$ cat config.mk
export PLATFORM = sky130hd
export DESIGN_NAME = bouncing_balls_box_step_unit
export DESIGN_NICKNAME = d
export VERILOG_FILES = /design/src/rtl/bbs_pkg.sv /design/src/rtl/bbs_cfg_regs.sv /design/src/rtl/bbs_datapath.sv /design/src/rtl/bbs_ctrl.sv /design/src/rtl/bouncing_balls_box_step_unit.sv
export SDC_FILE = /design/constraint.sdc
export NUM_CORES = 2
export LEC_CHECK = 0
export ABC_AREA = 1
export BUFFER_PORTS_ARGS = -buffer_cell sky130_fd_sc_hd__buf_2
export CAP_MARGIN = 20
export CORE_MARGIN = 2
export CORE_UTILIZATION = 30
export CTS_CLUSTER_SIZE = 28
export DETAILED_ROUTE_END_ITERATION = 8
export GPL_ROUTABILITY_DRIVEN = 0
export SYNTH_ARGS = -nofsm -noshare
export SYNTH_HDL_FRONTEND = slang
export SYNTH_SLANG_ARGS = --single-unit
$ cat constraint.sdc
create_clock -name clk -period 21.7 [get_ports clk]
set_clock_uncertainty 0.2 [all_clocks]
set_input_delay 4.34 -clock clk [delete_from_list [all_inputs] [get_ports clk]]
set_output_delay 4.34 -clock clk [all_outputs]
set_load 0.005 [all_outputs]
$ cat src/rtl/bbs_pkg.sv
// ----------------------------------------------------------------------------
// bbs_pkg: shared types and constants for the bouncing balls step unit
// Ball table size, field widths, register indexes, datapath operations and
// controller states used by the controller, datapath and config registers.
// ----------------------------------------------------------------------------
package bbs_pkg;

	// ball table size and derived index width
	localparam int NUM_BALLS = 4;
	localparam int IDX_W     = (NUM_BALLS > 2) ? $clog2(NUM_BALLS) : 1;

	// field widths
	localparam int POS_W     = 12;
	localparam int RAD_W     = 10;
	localparam int VEL_W     = 8;
	localparam int BOX_W     = 11;
	localparam int BIDX_W    = 2;
	localparam int CFG_IDX_W = 2;

	// working widths of the wall update
	localparam int BND_W     = 14;
	localparam int WRK_W     = 16;

	// squared distance datapath
	localparam int MAG_W     = 12;
	localparam int SQ_W      = 2 * MAG_W;
	localparam int ACC_W     = SQ_W + 1;

	typedef logic [IDX_W-1:0] idx_t;

	localparam idx_t LAST_IDX      = idx_t'(NUM_BALLS - 1);
	localparam idx_t NEXT_LAST_IDX = idx_t'(NUM_BALLS - 2);

	// request kinds
	localparam logic REQ_LOAD = 1'b0;
	localparam logic REQ_TICK = 1'b1;

	// configuration register indexes
	typedef enum logic [CFG_IDX_W-1:0] {
		REG_BOX_LEFT   = 2'd0,
		REG_BOX_TOP    = 2'd1,
		REG_BOX_RIGHT  = 2'd2,
		REG_BOX_BOTTOM = 2'd3
	} cfg_reg_t;

	localparam logic [BOX_W-1:0] BOX_LEFT_RST   = 11'd30;
	localparam logic [BOX_W-1:0] BOX_TOP_RST    = 11'd30;
	localparam logic [BOX_W-1:0] BOX_RIGHT_RST  = 11'd700;
	localparam logic [BOX_W-1:0] BOX_BOTTOM_RST = 11'd500;

	typedef struct packed {
		logic [BOX_W-1:0] left;
		logic [BOX_W-1:0] top;
		logic [BOX_W-1:0] right;
		logic [BOX_W-1:0] bottom;
	} box_t;

	// datapath operations
	typedef enum logic [3:0] {
		OP_NONE,
		OP_LOAD,
		OP_MOVE,
		OP_WALL_LO,
		OP_WALL_HI,
		OP_PAIR_A,
		OP_PAIR_B,
		OP_SQ_X,
		OP_SQ_Y,
		OP_SQ_R,
		OP_SWAP,
		OP_EMIT
	} dp_op_t;

	typedef struct packed {
		dp_op_t op;
		idx_t   idx_a;
		idx_t   idx_b;
	} dp_cmd_t;

	// controller states
	typedef enum logic [3:0] {
		ST_IDLE,
		ST_MOVE,
		ST_WALL_LO,
		ST_WALL_HI,
		ST_PAIR_A,
		ST_PAIR_B,
		ST_SQ_X,
		ST_SQ_Y,
		ST_SQ_R,
		ST_SWAP,
		ST_EMIT,
		ST_WAIT
	} ctrl_state_t;

endpackage

$ cat src/rtl/bbs_cfg_regs.sv
// ----------------------------------------------------------------------------
// bbs_cfg_regs: box wall registers
// Four 11-bit wall coordinates written through a valid/ready write channel.
// ----------------------------------------------------------------------------
module bbs_cfg_regs (
	input  logic                            clk,
	input  logic                            arst_n,
	input  logic                            cfg_valid,
	output logic                            cfg_ready,
	input  logic [bbs_pkg::CFG_IDX_W-1:0]   cfg_index,
	input  logic [bbs_pkg::BOX_W-1:0]       cfg_data,
	output bbs_pkg::box_t                   box
);

	bbs_pkg::box_t box_q;

	// writes are always accepted
	assign cfg_ready = 1'b1;
	assign box       = box_q;

	// register write decode
	always_ff @(posedge clk or negedge arst_n) begin
		if (!arst_n) begin
			box_q.left   <= bbs_pkg::BOX_LEFT_RST;
			box_q.top    <= bbs_pkg::BOX_TOP_RST;
			box_q.right  <= bbs_pkg::BOX_RIGHT_RST;
			box_q.bottom <= bbs_pkg::BOX_BOTTOM_RST;
		end else if (cfg_valid && cfg_ready) begin
			case (bbs_pkg::cfg_reg_t'(cfg_index))
				bbs_pkg::REG_BOX_LEFT: begin
					box_q.left <= cfg_data;
				end
				bbs_pkg::REG_BOX_TOP: begin
					box_q.top <= cfg_data;
				end
				bbs_pkg::REG_BOX_RIGHT: begin
					box_q.right <= cfg_data;
				end
				bbs_pkg::REG_BOX_BOTTOM: begin
					box_q.bottom <= cfg_data;
				end
				default: begin
				end
			endcase
		end
	end

endmodule

$ cat src/rtl/bbs_datapath.sv
// ----------------------------------------------------------------------------
// bbs_datapath: ball table and arithmetic
// Holds the ball table in flops with one read mux, runs the move and wall
// mirror steps, the pair distance test on one shared squaring unit, the
// velocity swap, and the output payload register.
// ----------------------------------------------------------------------------
module bbs_datapath (
	input  logic                                clk,
	input  logic                                arst_n,
	input  bbs_pkg::dp_cmd_t                    cmd,
	input  bbs_pkg::box_t                       box,
	input  logic [bbs_pkg::BIDX_W-1:0]          ball_index,
	input  logic signed [bbs_pkg::POS_W-1:0]    pos_x,
	input  logic signed [bbs_pkg::POS_W-1:0]    pos_y,
	input  logic [bbs_pkg::RAD_W-1:0]           radius,
	input  logic signed [bbs_pkg::VEL_W-1:0]    vel_x,
	input  logic signed [bbs_pkg::VEL_W-1:0]    vel_y,
	output logic [bbs_pkg::BIDX_W-1:0]          out_index,
	output logic signed [bbs_pkg::POS_W-1:0]    out_x,
	output logic signed [bbs_pkg::POS_W-1:0]    out_y,
	output logic [bbs_pkg::RAD_W-1:0]           out_radius,
	output logic                                last_ball
);

	// velocity negation, -128 saturates to +127
	function automatic logic signed [bbs_pkg::VEL_W-1:0] neg_vel(
		input logic signed [bbs_pkg::VEL_W-1:0] v);
		logic signed [bbs_pkg::VEL_W-1:0] r;
		if (v == {1'b1, {(bbs_pkg::VEL_W-1){1'b0}}}) begin
			r = {1'b0, {(bbs_pkg::VEL_W-1){1'b1}}};
		end else begin
			r = -v;
		end
		return r;
	endfunction

	// clamp a working position into the stored range
	function automatic logic signed [bbs_pkg::POS_W-1:0] sat_pos(
		input logic signed [bbs_pkg::WRK_W-1:0] v);
		logic signed [bbs_pkg::POS_W-1:0] r;
		logic signed [bbs_pkg::POS_W-1:0] pmin;
		logic signed [bbs_pkg::POS_W-1:0] pmax;
		pmin = {1'b1, {(bbs_pkg::POS_W-1){1'b0}}};
		pmax = {1'b0, {(bbs_pkg::POS_W-1){1'b1}}};
		if (v < bbs_pkg::WRK_W'(pmin)) begin
			r = pmin;
		end else if (v > bbs_pkg::WRK_W'(pmax)) begin
			r = pmax;
		end else begin
			r = v[bbs_pkg::POS_W-1:0];
		end
		return r;
	endfunction

	// ball table
	logic signed [bbs_pkg::POS_W-1:0] bx_q  [bbs_pkg::NUM_BALLS];
	logic signed [bbs_pkg::POS_W-1:0] by_q  [bbs_pkg::NUM_BALLS];
	logic        [bbs_pkg::RAD_W-1:0] br_q  [bbs_pkg::NUM_BALLS];
	logic signed [bbs_pkg::VEL_W-1:0] bvx_q [bbs_pkg::NUM_BALLS];
	logic signed [bbs_pkg::VEL_W-1:0] bvy_q [bbs_pkg::NUM_BALLS];

	// read port
	logic signed [bbs_pkg::POS_W-1:0] rd_x;
	logic signed [bbs_pkg::POS_W-1:0] rd_y;
	logic        [bbs_pkg::RAD_W-1:0] rd_r;
	logic signed [bbs_pkg::VEL_W-1:0] rd_vx;
	logic signed [bbs_pkg::VEL_W-1:0] rd_vy;

	// move and wall working registers
	logic signed [bbs_pkg::WRK_W-1:0] wx_q;
	logic signed [bbs_pkg::WRK_W-1:0] wy_q;
	logic signed [bbs_pkg::VEL_W-1:0] wvx_q;
	logic signed [bbs_pkg::VEL_W-1:0] wvy_q;
	logic signed [bbs_pkg::BND_W-1:0] lox_q;
	logic signed [bbs_pkg::BND_W-1:0] hix_q;
	logic signed [bbs_pkg::BND_W-1:0] loy_q;
	logic signed [bbs_pkg::BND_W-1:0] hiy_q;

	// pair working registers
	logic signed [bbs_pkg::POS_W-1:0] a_x_q;
	logic signed [bbs_pkg::POS_W-1:0] a_y_q;
	logic        [bbs_pkg::RAD_W-1:0] a_r_q;
	logic signed [bbs_pkg::VEL_W-1:0] a_vx_q;
	logic signed [bbs_pkg::VEL_W-1:0] a_vy_q;
	logic signed [bbs_pkg::VEL_W-1:0] b_vx_q;
	logic signed [bbs_pkg::VEL_W-1:0] b_vy_q;
	logic        [bbs_pkg::MAG_W-1:0] dxm_q;
	logic        [bbs_pkg::MAG_W-1:0] dym_q;
	logic        [bbs_pkg::RAD_W:0]   rs_q;
	logic        [bbs_pkg::ACC_W-1:0] acc_q;
	logic                             hit_q;

	// output payload
	logic [bbs_pkg::BIDX_W-1:0]       out_index_q;
	logic signed [bbs_pkg::POS_W-1:0] out_x_q;
	logic signed [bbs_pkg::POS_W-1:0] out_y_q;
	logic [bbs_pkg::RAD_W-1:0]        out_radius_q;
	logic                             last_q;

	// combinational results
	logic signed [bbs_pkg::WRK_W-1:0] mv_x;
	logic signed [bbs_pkg::WRK_W-1:0] mv_y;
	logic signed [bbs_pkg::BND_W-1:0] mv_lox;
	logic signed [bbs_pkg::BND_W-1:0] mv_hix;
	logic signed [bbs_pkg::BND_W-1:0] mv_loy;
	logic signed [bbs_pkg::BND_W-1:0] mv_hiy;
	logic signed [bbs_pkg::WRK_W-1:0] lox_w;
	logic signed [bbs_pkg::WRK_W-1:0] hix_w;
	logic signed [bbs_pkg::WRK_W-1:0] loy_w;
	logic signed [bbs_pkg::WRK_W-1:0] hiy_w;
	logic                             lo_fire_x;
	logic                             lo_fire_y;
	logic                             hi_fire_x;
	logic                             hi_fire_y;
	logic signed [bbs_pkg::WRK_W-1:0] hi_x;
	logic signed [bbs_pkg::WRK_W-1:0] hi_y;
	logic signed [bbs_pkg::POS_W:0]   dx_full;
	logic signed [bbs_pkg::POS_W:0]   dy_full;
	logic        [bbs_pkg::MAG_W-1:0] dx_mag;
	logic        [bbs_pkg::MAG_W-1:0] dy_mag;
	logic        [bbs_pkg::RAD_W:0]   rs_sum;
	logic        [bbs_pkg::MAG_W-1:0] sq_in;
	logic        [bbs_pkg::SQ_W-1:0]  sq;
	logic                             load_ok;

	// single read mux on the table
	assign rd_x  = bx_q[cmd.idx_a];
	assign rd_y  = by_q[cmd.idx_a];
	assign rd_r  = br_q[cmd.idx_a];
	assign rd_vx = bvx_q[cmd.idx_a];
	assign rd_vy = bvy_q[cmd.idx_a];

	// loads beyond the table are dropped
	assign load_ok = (int'(ball_index) < bbs_pkg::NUM_BALLS);

	// move step and wall bounds
	assign mv_x   = bbs_pkg::WRK_W'(rd_x) + bbs_pkg::WRK_W'(rd_vx);
	assign mv_y   = bbs_pkg::WRK_W'(rd_y) + bbs_pkg::WRK_W'(rd_vy);
	assign mv_lox = $signed({3'b000, box.left})   + $signed({4'b0000, rd_r});
	assign mv_hix = $signed({3'b000, box.right})  - $signed({4'b0000, rd_r});
	assign mv_loy = $signed({3'b000, box.top})    + $signed({4'b0000, rd_r});
	assign mv_hiy = $signed({3'b000, box.bottom}) - $signed({4'b0000, rd_r});

	assign lox_w = bbs_pkg::WRK_W'(lox_q);
	assign hix_w = bbs_pkg::WRK_W'(hix_q);
	assign loy_w = bbs_pkg::WRK_W'(loy_q);
	assign hiy_w = bbs_pkg::WRK_W'(hiy_q);

	// left/top checks; mirror is 2*bound - pos
	assign lo_fire_x = (wx_q <= lox_w);
	assign lo_fire_y = (wy_q <= loy_w);

	// right/bottom checks
	assign hi_fire_x = (wx_q >= hix_w);
	assign hi_fire_y = (wy_q >= hiy_w);
	assign hi_x      = hi_fire_x ? (hix_w + hix_w - wx_q) : wx_q;
	assign hi_y      = hi_fire_y ? (hiy_w + hiy_w - wy_q) : wy_q;

	// pair distance magnitudes and radius sum
	assign dx_full = $signed({a_x_q[bbs_pkg::POS_W-1], a_x_q})
		- $signed({rd_x[bbs_pkg::POS_W-1], rd_x});
	assign dy_full = $signed({a_y_q[bbs_pkg::POS_W-1], a_y_q})
		- $signed({rd_y[bbs_pkg::POS_W-1], rd_y});
	assign dx_mag  = dx_full[bbs_pkg::POS_W] ? bbs_pkg::MAG_W'(-dx_full)
		: dx_full[bbs_pkg::MAG_W-1:0];
	assign dy_mag  = dy_full[bbs_pkg::POS_W] ? bbs_pkg::MAG_W'(-dy_full)
		: dy_full[bbs_pkg::MAG_W-1:0];
	assign rs_sum  = {1'b0, a_r_q} + {1'b0, rd_r};

	// shared squaring unit
	always_comb begin
		case (cmd.op)
			bbs_pkg::OP_SQ_X: begin
				sq_in = dxm_q;
			end
			bbs_pkg::OP_SQ_Y: begin
				sq_in = dym_q;
			end
			default: begin
				sq_in = bbs_pkg::MAG_W'(rs_q);
			end
		endcase
	end

	assign sq = bbs_pkg::SQ_W'(sq_in) * bbs_pkg::SQ_W'(sq_in);

	// ball table writes: load, wall write-back, velocity swap
	always_ff @(posedge clk or negedge arst_n) begin
		if (!arst_n) begin
			for (int k = 0; k < bbs_pkg::NUM_BALLS; k++) begin
				bx_q[k]  <= '0;
				by_q[k]  <= '0;
				br_q[k]  <= '0;
				bvx_q[k] <= '0;
				bvy_q[k] <= '0;
			end
		end else begin
			case (cmd.op)
				bbs_pkg::OP_LOAD: begin
					if (load_ok) begin
						bx_q[bbs_pkg::idx_t'(ball_index)]  <= pos_x;
						by_q[bbs_pkg::idx_t'(ball_index)]  <= pos_y;
						br_q[bbs_pkg::idx_t'(ball_index)]  <= radius;
						bvx_q[bbs_pkg::idx_t'(ball_index)] <= vel_x;
						bvy_q[bbs_pkg::idx_t'(ball_index)] <= vel_y;
					end
				end
				bbs_pkg::OP_WALL_HI: begin
					bx_q[cmd.idx_a]  <= sat_pos(hi_x);
					by_q[cmd.idx_a]  <= sat_pos(hi_y);
					bvx_q[cmd.idx_a] <= hi_fire_x ? neg_vel(wvx_q) : wvx_q;
					bvy_q[cmd.idx_a] <= hi_fire_y ? neg_vel(wvy_q) : wvy_q;
				end
				bbs_pkg::OP_SWAP: begin
					if (hit_q) begin
						bvx_q[cmd.idx_a] <= b_vx_q;
						bvy_q[cmd.idx_a] <= b_vy_q;
						bvx_q[cmd.idx_b] <= a_vx_q;
						bvy_q[cmd.idx_b] <= a_vy_q;
					end
				end
				default: begin
				end
			endcase
		end
	end

	// working registers of the move, wall, pair and output steps
	always_ff @(posedge clk) begin
		case (cmd.op)
			bbs_pkg::OP_MOVE: begin
				wx_q  <= mv_x;
				wy_q  <= mv_y;
				wvx_q <= rd_vx;
				wvy_q <= rd_vy;
				lox_q <= mv_lox;
				hix_q <= mv_hix;
				loy_q <= mv_loy;
				hiy_q <= mv_hiy;
			end
			bbs_pkg::OP_WALL_LO: begin
				if (lo_fire_x) begin
					wx_q  <= lox_w + lox_w - wx_q;
					wvx_q <= neg_vel(wvx_q);
				end
				if (lo_fire_y) begin
					wy_q  <= loy_w + loy_w - wy_q;
					wvy_q <= neg_vel(wvy_q);
				end
			end
			bbs_pkg::OP_PAIR_A: begin
				a_x_q  <= rd_x;
				a_y_q  <= rd_y;
				a_r_q  <= rd_r;
				a_vx_q <= rd_vx;
				a_vy_q <= rd_vy;
			end
			bbs_pkg::OP_PAIR_B: begin
				b_vx_q <= rd_vx;
				b_vy_q <= rd_vy;
				dxm_q  <= dx_mag;
				dym_q  <= dy_mag;
				rs_q   <= rs_sum;
			end
			bbs_pkg::OP_SQ_X: begin
				acc_q <= bbs_pkg::ACC_W'(sq);
			end
			bbs_pkg::OP_SQ_Y: begin
				acc_q <= acc_q + bbs_pkg::ACC_W'(sq);
			end
			bbs_pkg::OP_SQ_R: begin
				hit_q <= (acc_q <= bbs_pkg::ACC_W'(sq));
			end
			bbs_pkg::OP_EMIT: begin
				out_index_q  <= bbs_pkg::BIDX_W'(cmd.idx_a);
				out_x_q      <= rd_x;
				out_y_q      <= rd_y;
				out_radius_q <= rd_r;
				last_q       <= (cmd.idx_a == bbs_pkg::LAST_IDX);
			end
			default: begin
			end
		endcase
	end

	assign out_index  = out_index_q;
	assign out_x      = out_x_q;
	assign out_y      = out_y_q;
	assign out_radius = out_radius_q;
	assign last_ball  = last_q;

endmodule

$ cat src/rtl/bbs_ctrl.sv
// ----------------------------------------------------------------------------
// bbs_ctrl: tick sequencer
// State machine that walks the move/wall steps per ball, the pair tests in
// index order, and the result beats, one command per cycle outside ST_WAIT.
// ----------------------------------------------------------------------------
module bbs_ctrl (
	input  logic              clk,
	input  logic              arst_n,
	input  logic              in_valid,
	input  logic              req_type,
	output logic              in_stall,
	input  logic              out_stall,
	output logic              out_valid,
	output bbs_pkg::dp_cmd_t  cmd
);

	bbs_pkg::ctrl_state_t state_q;
	bbs_pkg::ctrl_state_t state_d;
	bbs_pkg::idx_t        i_q;
	bbs_pkg::idx_t        i_d;
	bbs_pkg::idx_t        j_q;
	bbs_pkg::idx_t        j_d;
	logic                 out_valid_q;

	// state, counters and result valid
	always_ff @(posedge clk or negedge arst_n) begin
		if (!arst_n) begin
			state_q     <= bbs_pkg::ST_IDLE;
			i_q         <= '0;
			j_q         <= '0;
			out_valid_q <= 1'b0;
		end else begin
			state_q     <= state_d;
			i_q         <= i_d;
			j_q         <= j_d;
			out_valid_q <= (state_d == bbs_pkg::ST_WAIT);
		end
	end

	// next state and counters
	always_comb begin
		state_d = state_q;
		i_d     = i_q;
		j_d     = j_q;
		case (state_q)
			bbs_pkg::ST_IDLE: begin
				if (in_valid && (req_type == bbs_pkg::REQ_TICK)) begin
					state_d = bbs_pkg::ST_MOVE;
					i_d     = '0;
				end
			end
			bbs_pkg::ST_MOVE: begin
				state_d = bbs_pkg::ST_WALL_LO;
			end
			bbs_pkg::ST_WALL_LO: begin
				state_d = bbs_pkg::ST_WALL_HI;
			end
			bbs_pkg::ST_WALL_HI: begin
				if (i_q == bbs_pkg::LAST_IDX) begin
					state_d = bbs_pkg::ST_PAIR_A;
					i_d     = '0;
					j_d     = bbs_pkg::idx_t'(1);
				end else begin
					state_d = bbs_pkg::ST_MOVE;
					i_d     = i_q + bbs_pkg::idx_t'(1);
				end
			end
			bbs_pkg::ST_PAIR_A: begin
				state_d = bbs_pkg::ST_PAIR_B;
			end
			bbs_pkg::ST_PAIR_B: begin
				state_d = bbs_pkg::ST_SQ_X;
			end
			bbs_pkg::ST_SQ_X: begin
				state_d = bbs_pkg::ST_SQ_Y;
			end
			bbs_pkg::ST_SQ_Y: begin
				state_d = bbs_pkg::ST_SQ_R;
			end
			bbs_pkg::ST_SQ_R: begin
				state_d = bbs_pkg::ST_SWAP;
			end
			bbs_pkg::ST_SWAP: begin
				if (j_q != bbs_pkg::LAST_IDX) begin
					state_d = bbs_pkg::ST_PAIR_A;
					j_d     = j_q + bbs_pkg::idx_t'(1);
				end else if (i_q == bbs_pkg::NEXT_LAST_IDX) begin
					state_d = bbs_pkg::ST_EMIT;
					i_d     = '0;
				end else begin
					state_d = bbs_pkg::ST_PAIR_A;
					i_d     = i_q + bbs_pkg::idx_t'(1);
					j_d     = i_q + bbs_pkg::idx_t'(2);
				end
			end
			bbs_pkg::ST_EMIT: begin
				state_d = bbs_pkg::ST_WAIT;
			end
			bbs_pkg::ST_WAIT: begin
				if (!out_stall) begin
					if (i_q == bbs_pkg::LAST_IDX) begin
						state_d = bbs_pkg::ST_IDLE;
					end else begin
						state_d = bbs_pkg::ST_EMIT;
						i_d     = i_q + bbs_pkg::idx_t'(1);
					end
				end
			end
			default: begin
				state_d = bbs_pkg::ST_IDLE;
			end
		endcase
	end

	// datapath commands
	always_comb begin
		cmd.op    = bbs_pkg::OP_NONE;
		cmd.idx_a = i_q;
		cmd.idx_b = j_q;
		case (state_q)
			bbs_pkg::ST_IDLE: begin
				if (in_valid && (req_type == bbs_pkg::REQ_LOAD)) begin
					cmd.op = bbs_pkg::OP_LOAD;
				end
			end
			bbs_pkg::ST_MOVE: begin
				cmd.op = bbs_pkg::OP_MOVE;
			end
			bbs_pkg::ST_WALL_LO: begin
				cmd.op = bbs_pkg::OP_WALL_LO;
			end
			bbs_pkg::ST_WALL_HI: begin
				cmd.op = bbs_pkg::OP_WALL_HI;
			end
			bbs_pkg::ST_PAIR_A: begin
				cmd.op = bbs_pkg::OP_PAIR_A;
			end
			bbs_pkg::ST_PAIR_B: begin
				cmd.op    = bbs_pkg::OP_PAIR_B;
				cmd.idx_a = j_q;
			end
			bbs_pkg::ST_SQ_X: begin
				cmd.op = bbs_pkg::OP_SQ_X;
			end
			bbs_pkg::ST_SQ_Y: begin
				cmd.op = bbs_pkg::OP_SQ_Y;
			end
			bbs_pkg::ST_SQ_R: begin
				cmd.op = bbs_pkg::OP_SQ_R;
			end
			bbs_pkg::ST_SWAP: begin
				cmd.op = bbs_pkg::OP_SWAP;
			end
			bbs_pkg::ST_EMIT: begin
				cmd.op = bbs_pkg::OP_EMIT;
			end
			default: begin
				cmd.op = bbs_pkg::OP_NONE;
			end
		endcase
	end

	// input is taken only between ticks
	assign in_stall  = (state_q != bbs_pkg::ST_IDLE);
	assign out_valid = out_valid_q;

endmodule

$ cat src/rtl/bouncing_balls_box_step_unit.sv
// ----------------------------------------------------------------------------
// bouncing_balls_box_step_unit: ball table stepper for a walled box
// Input channel (in_valid/in_stall) takes load and tick requests; output
// channel (out_valid/out_stall) returns one beat per ball on each tick.
// Config channel (cfg_valid/cfg_ready) sets the four wall coordinates.
//
// A load beat is absorbed in its accept cycle and gives no result; the next
// request may follow in the next cycle.
// A tick runs the move, low-wall and high-wall steps for each ball, then
// for each pair i<j loads both balls and forms dx^2, dy^2 and rsum^2 in
// turn through one shared squaring unit before the velocity swap on a hit,
// then sends one result beat per ball. in_stall stays high for the whole
// tick. When out_stall is high the current beat holds and the sequencer
// waits.
// Reset clears the ball table to zero and loads the default walls
// (30, 30, 700, 500); cfg_ready is always high.
// ----------------------------------------------------------------------------
module bouncing_balls_box_step_unit (
	input  logic                              clk,
	input  logic                              arst_n,
	input  logic                              in_valid,
	output logic                              in_stall,
	input  logic                              req_type,
	input  logic [bbs_pkg::BIDX_W-1:0]        ball_index,
	input  logic signed [bbs_pkg::POS_W-1:0]  pos_x,
	input  logic signed [bbs_pkg::POS_W-1:0]  pos_y,
	input  logic [bbs_pkg::RAD_W-1:0]         radius,
	input  logic signed [bbs_pkg::VEL_W-1:0]  vel_x,
	input  logic signed [bbs_pkg::VEL_W-1:0]  vel_y,
	output logic                              out_valid,
	input  logic                              out_stall,
	output logic [bbs_pkg::BIDX_W-1:0]        out_index,
	output logic signed [bbs_pkg::POS_W-1:0]  out_x,
	output logic signed [bbs_pkg::POS_W-1:0]  out_y,
	output logic [bbs_pkg::RAD_W-1:0]         out_radius,
	output logic                              last_ball,
	input  logic                              cfg_valid,
	output logic                              cfg_ready,
	input  logic [bbs_pkg::CFG_IDX_W-1:0]     cfg_index,
	input  logic [bbs_pkg::BOX_W-1:0]         cfg_data
);

	bbs_pkg::dp_cmd_t cmd;
	bbs_pkg::box_t    box;

	// wall registers
	bbs_cfg_regs u_cfg (
		.clk       (clk),
		.arst_n    (arst_n),
		.cfg_valid (cfg_valid),
		.cfg_ready (cfg_ready),
		.cfg_index (cfg_index),
		.cfg_data  (cfg_data),
		.box       (box)
	);

	// sequencer
	bbs_ctrl u_ctrl (
		.clk       (clk),
		.arst_n    (arst_n),
		.in_valid  (in_valid),
		.req_type  (req_type),
		.in_stall  (in_stall),
		.out_stall (out_stall),
		.out_valid (out_valid),
		.cmd       (cmd)
	);

	// ball table and arithmetic
	bbs_datapath u_dp (
		.clk        (clk),
		.arst_n     (arst_n),
		.cmd        (cmd),
		.box        (box),
		.ball_index (ball_index),
		.pos_x      (pos_x),
		.pos_y      (pos_y),
		.radius     (radius),
		.vel_x      (vel_x),
		.vel_y      (vel_y),
		.out_index  (out_index),
		.out_x      (out_x),
		.out_y      (out_y),
		.out_radius (out_radius),
		.last_ball  (last_ball)
	);

endmodule

== Word level (Yosys, flattened, before mapping) ==
Index checks and enable logic that the tools add are counted.
Cells by class
  $add $sub $neg: 25
  multipliers: 1
  div/mod/pow operators: 0
  order comparisons: 15
  equality and inequality tests: 41
  shifts and indexed selects: 0
  multiplexer cells: 93
  bitwise operators: 4
  reductions and logical operators: 23
Operator list (number)
  bitwise mux 32 bit: 8
  bitwise mux 48 bit: 4
  one-hot mux 32 bit (3 select lines): 2
  one-hot mux 48 bit (2 select lines): 2
  2-to-1 mux 12 bit: 14
  2-to-1 mux 8 bit: 15
  2-to-1 mux 16 bit: 4
  2-to-1 mux 32 bit: 2
  one-hot mux 16 bit (2 select lines): 2
  subtractor 16 bit: 4
  adder 12 x 12 -> 13 bit: 4
  one-hot mux 25 bit (2 select lines): 1
  binary-select mux 12 bit (select 2 bit): 2
  demux 12 bit (select 2 bit): 2
  demux 8 bit (select 2 bit): 3
  one-hot mux 4 bit (12 select lines): 1
  one-hot mux 4 bit (11 select lines): 1
  bitwise mux 40 bit: 1
  == test 4 bit (second input constant): 9
  binary-select mux 8 bit (select 2 bit): 2
  == test 4 x 3 -> 1 bit (second input constant): 8
  >= comparator 16 x 12 -> 1 bit: 2
  greater-than comparator 16 x 12 -> 1 bit (second input constant): 2
  <= comparator 16 x 13 -> 1 bit: 2
  45 further kinds: 105
Storage, ports and cells
  register bits: 513
  latch bits: 0
  RAM bits: 0
  ROM bits: 0
  input port bits: 71
  output and inout bits: 40
  word-level logic and storage cells: 255
  memories: 0

== Logic depth before layout (Yosys ltp) ==
  word-level depth: 11
  depth in mapped cells: 42
  gate-level depth less buffers: 40

== Cells and area by module ==
From an unflattened synthesis, not the netlist that was laid out.
Second synthesis, totals
  cells, all modules: 4879
  area, all modules: 39137.5 sq um
By module, submodules not included
  bbs_datapath: times used 1, cells each 4568, area each 36498.8 sq um, sequential area each 12812.3 sq um
  bbs_cfg_regs: times used 1, cells each 203, area each 1916.8 sq um, sequential area each 1126.1 sq um
  bbs_ctrl: times used 1, cells each 108, area each 721.9 sq um, sequential area each 225.2 sq um

== Least setup slack after synthesis ==
No wires, ideal clock.
  path kind: reg2reg
  from: register u_ctrl.state_q[2]
  to: register u_dp.acc_q[22] in the netlist's numbering (data pin)
  library setup time: 267 ps
  data arrival time: 7262 ps
  required time: 21233 ps
  path slack: 13971 ps
  stages on the path, launching flop included: 37
  path buffers: 1
  clock period less this slack: 7729 ps
  cells stage by stage: dfrtp_1 -> inv_1 -> nor2_1 -> inv_1 -> nor2_1 -> nor2_1 -> clkbuf_1 -> a21oi_1 -> inv_1 -> nand2_1 -> fa_1 -> fa_1 -> inv_1 -> fa_1 -> fa_1 -> inv_1 -> fa_1 -> inv_1 -> ha_1 -> nand2_1 -> nor2_1 -> o21ai_0 -> o211ai_1 -> a21oi_1 -> o21bai_1 -> a21oi_1 -> xor2_1 -> inv_1 -> ha_1 -> nand2_1 -> nor4_1 -> nand4_1 -> nand3_1 -> a31o_2 -> nand2_1 -> inv_1 -> o31ai_1
Between the ends
  longest elaborated chain between the ends: 7
  elaborated cells on any way between the ends: 18
  classes of those cells: 1 x add/sub; 1 x mul; 12 x eq/ne; 3 x mux; 1 x reduce/logical
RTL lines
  start: declaration: line bbs_ctrl.sv:17  | bbs_pkg::ctrl_state_t state_q;
  start signal: assignment: line bbs_ctrl.sv:28  | state_q <= bbs_pkg::ST_IDLE;
  start signal: assignment: line bbs_ctrl.sv:33  | state_q <= state_d;
  == test 4 bit, or another cell as far along: line bbs_ctrl.sv:120  | case (state_q)
  one-hot mux 4 bit (11 select lines) (*): line bbs_ctrl.sv:120
  == test 4 bit or == test 4 x 3 -> 1 bit (tied branches): line bbs_datapath.sv:172, bbs_datapath.sv:230
  one-hot mux 12 bit (2 select lines): line bbs_datapath.sv:172  | case (cmd.op)
  multiplier 12 x 12 -> 24 bit: line bbs_datapath.sv:185  | assign sq = bbs_pkg::SQ_W'(sq_in) * bbs_pkg::SQ_W'(sq_in);
  adder 25 x 24 -> 25 bit: line bbs_datapath.sv:269  | acc_q <= acc_q + bbs_pkg::ACC_W'(sq);
  one-hot mux 25 bit (2 select lines) (*): line bbs_datapath.sv:230  | case (cmd.op)
  end signal: assignment: line bbs_datapath.sv:266  | acc_q <= bbs_pkg::ACC_W'(sq);
  end signal: assignment: line bbs_datapath.sv:269
  end: declaration: line bbs_datapath.sv:90  | logic [bbs_pkg::ACC_W-1:0] acc_q;
Mark *: on every way between the ends. The rest lies on a longest branch, timed or not.
A chain may end at the register's enable or synchronous reset.

== Worst setup path in the final report ==
Same ends and word-level chain as after synthesis.

==> results.tsv <==
metric	value	unit
fin. max-slew vios	0	
relative slew slack	21.0	%
Final HPWL DP	87200	µm
Clock transition at path regs	60	ps
Worst Path Max Fanout	15	
Area growth, synth to finish	10.6	%
layout cells sized above 1	8.73	%
first-pass GRT wire length	187000	µm
CTS Buffer Depth	3	
Hold Crit Class	reg -> reg	
Synth cell types	72	
DRC	0	
Post-CTS Hold Buffers	0	
max_cap viols	0	
WL final	121000	µm
Initial Utilization	30.2	%
Mean Syn Cell Area	8.52	µm²
Final TNS setup	0	ps
area taken by multi-input logic gates	20500	µm²
CTS buffer count	58	
top_reg_cell synth	edfxtp_1	
Yosys top cell by area	edfxtp_1	
Slew @ Worst Pin	1190	ps
CP max stage cell	a21oi_1	
final hold vios	0	
largest family of logic cells by synthesized area	compound AO/OA/AOI/OAI gates	
row cnt	131	
Post-CTS Repair Setup Buffers	0	
post-synthesis simple-gate area fraction	14.8	%
fraction of the mapped netlist area in adder cells	15.3	%
Chip Height	362	µm
total grt overflow	0	
CP max stage delay	900	ps
CP Class	reg -> reg	
Warnings, synthesis	0	
die area	131000	µm²
Compound-Gate Fraction of Synth Area	19.8	%
core area	127000	µm²
Die W	362	µm
Area contributors post-synth	edfxtp_1 (20%), dfrtp_1 (15%), ha_1 (10%), inv_1 (7.0%), nand2_1 (6.3%)	
most frequent cells in the layout	inv_1 (717), nand2_1 (642), a21oi_1 (344), nor2_1 (319), ha_1 (318)	
Post-Syn Area	38400	µm²
Final setup viols	0	
Seq/Total Area, Yosys	36.9	%
Startpoint Class	flop	
RSZ-0062 raised after global routing	no	
DR vias	32600	
syn nets	4992	
drt pass-1 iters	6	
io pins	111	
H-Tree Depth	2	
most frequent CP cell	inv_1	
Port Buf Inserts	109	
area of all sequential standard cells	14200	µm²
Via density	5.21	
Routed Antenna Nets	0	
Post-Synth XOR/XNOR Area	3.37	%
Crit. End Element	flop	
final worst-path cycle share	43.9	%
routed length per placed instance	19.4	µm
commonest non-fill, non-tap cell in the layout	inv_1	
Syn Inst Count	4508	
vias in the first global route	31700	
post-synthesis mux area share	0	%
Synth Register Bits	513	
Fillers	13200	
largest net degree at the start of global routing	146	
Clock Latency Late Sink	680	ps
CTS root buffer	clkbuf_16	
Critical Path RT	21980	ps
antenna violations before repair	7	
Yosys top cell area share	20.3	%
CTS tree	yes	
Max Clk Rate	105	MHz
asr flop ratio synth	49.3	%
status	finished, final reports clean	
nets	5032	
Sink Count	513	
worst path arrival time	9800	ps
All-Layer GR Usage	18.2	%
Post-synth EDFFs	260	
Iter 0 DRT Violations	2954	
CTS resizes	0	
Tmin final	9520	ps
-- synth_stat cells (12+ instances only) --
library cell / n
nand2_4: 15
nand3_1: 176
o21bai_1: 19
or2_2: 14
nor3_1: 35
o21ai_0: 280
a221oi_2: 19
o22ai_1: 89
o211ai_1: 137
a31oi_1: 98
dfrtp_1: 233
clkbuf_1: 98
inv_1: 718
dfstp_2: 20
a21o_1: 15
a22oi_1: 53
clkbuf_8: 12
ha_1: 318
nor2_1: 327
xor2_1: 91
buf_2: 28
o221ai_1: 72
xnor2_1: 57
edfxtp_1: 260
fa_1: 95
nand2_1: 642
inv_2: 17
nand4_1: 28
a21oi_1: 344
buf_1: 13
and2_1: 22
-- per-stage QoR --
stage          area (µm²)  hold slack [ps]  setup WS, ps  cells  utilization (%)
4_1_cts             42500              289         12170   6256             33.4
2_1_floorplan       38400              253         13970   4508                -
3_5_place_dp        40500              274         12170   6150             31.8
6_report            42500              289         12180   6257             33.4
3_3_place_gp        40500              267         12370   6148             31.8
5_1_grt             42500              310         11270   6256             33.4
-- layout make-up --
class / count / share of cell area (%)
well taps: 1662 / 4.89
multi-input cells: 3081 / 48.4
clock inverters: 29 / 0.783
diodes: 1 / 0.00589
clock buffers: 77 / 3.88
inverters: 741 / 6.56
repair buffers: 153 / 2.18
flip-flops and latches: 513 / 33.3
-- critical path: cells and delay by family, from the launching register on --
kind / cells / cell delay, ps
buf+inv: 7 / 480
compound gates: 8 / 2080
flops: 1 / 400
xor+xnor: 1 / 260
simple gates: 11 / 2500
fa+ha+maj: 7 / 3380
-- flip-flops by register name, indices dropped and copies added (netlist names), 11 cells and up --
name,flops
u_dp.bx_q,48
u_dp.by_q,48
u_cfg.box,44
u_dp.br_q,40
u_dp.bvx_q,32
u_dp.bvy_q,32
u_dp.acc_q,25
u_dp.wx_q,16
u_dp.wy_q,16
u_dp.a_x_q,12
u_dp.a_y_q,12
u_dp.dxm_q,12
u_dp.dym_q,12
u_dp.hix_q,12
u_dp.hiy_q,12
u_dp.lox_q,12
u_dp.loy_q,12
u_dp.out_x,12
u_dp.out_y,12
u_dp.rs_q,11
-- routing by layer --
| metal | global-route usage, % | up-vias | share of wire (%) |
|---|---|---|---|
| met3 | 2.67 | 239 | 7.3 |
| met4 | 6.74 | 0 | 4.0 |
| met1 | 25.3 | 15500 | 45 |
| met5 | 0 | - | 0 |
| li1 | - | 15600 | - |
| met2 | 28.5 | 1243 | 44 |
-- cells by family (layout without fill, tap and decap cells) --
| logic type | count (synthesis) | after routing |
|---|---|---|
| simple gates | 1309 | 1309 |
| other cells | 1 | 2 |
| buf+inv | 914 | 1000 |
| flops | 513 | 513 |
| compound gates | 1210 | 1210 |
| xor+xnor | 148 | 148 |
| fa+ha+maj | 413 | 413 |
-- path summary, 6_finish.rpt --
check,cells after the start,to,slack [ps],startpoint
min,2,u_dp.br_q[37],290,u_dp.br_q[37]
min reg2reg,2,u_dp.br_q[37],290,u_dp.br_q[37]
min in group asynchronous,1,u_dp.bvy_q[16],3560,arst_n
max,34,u_dp.acc_q[22],12180,u_ctrl.state_q[2]
max in group asynchronous,2,u_cfg.box[33],16270,arst_n
max reg2reg,34,u_dp.acc_q[22],12180,u_ctrl.state_q[2]
Power is not shown: default switching activity piles up to over one toggle a cycle in this logic, so the estimate is an artifact.
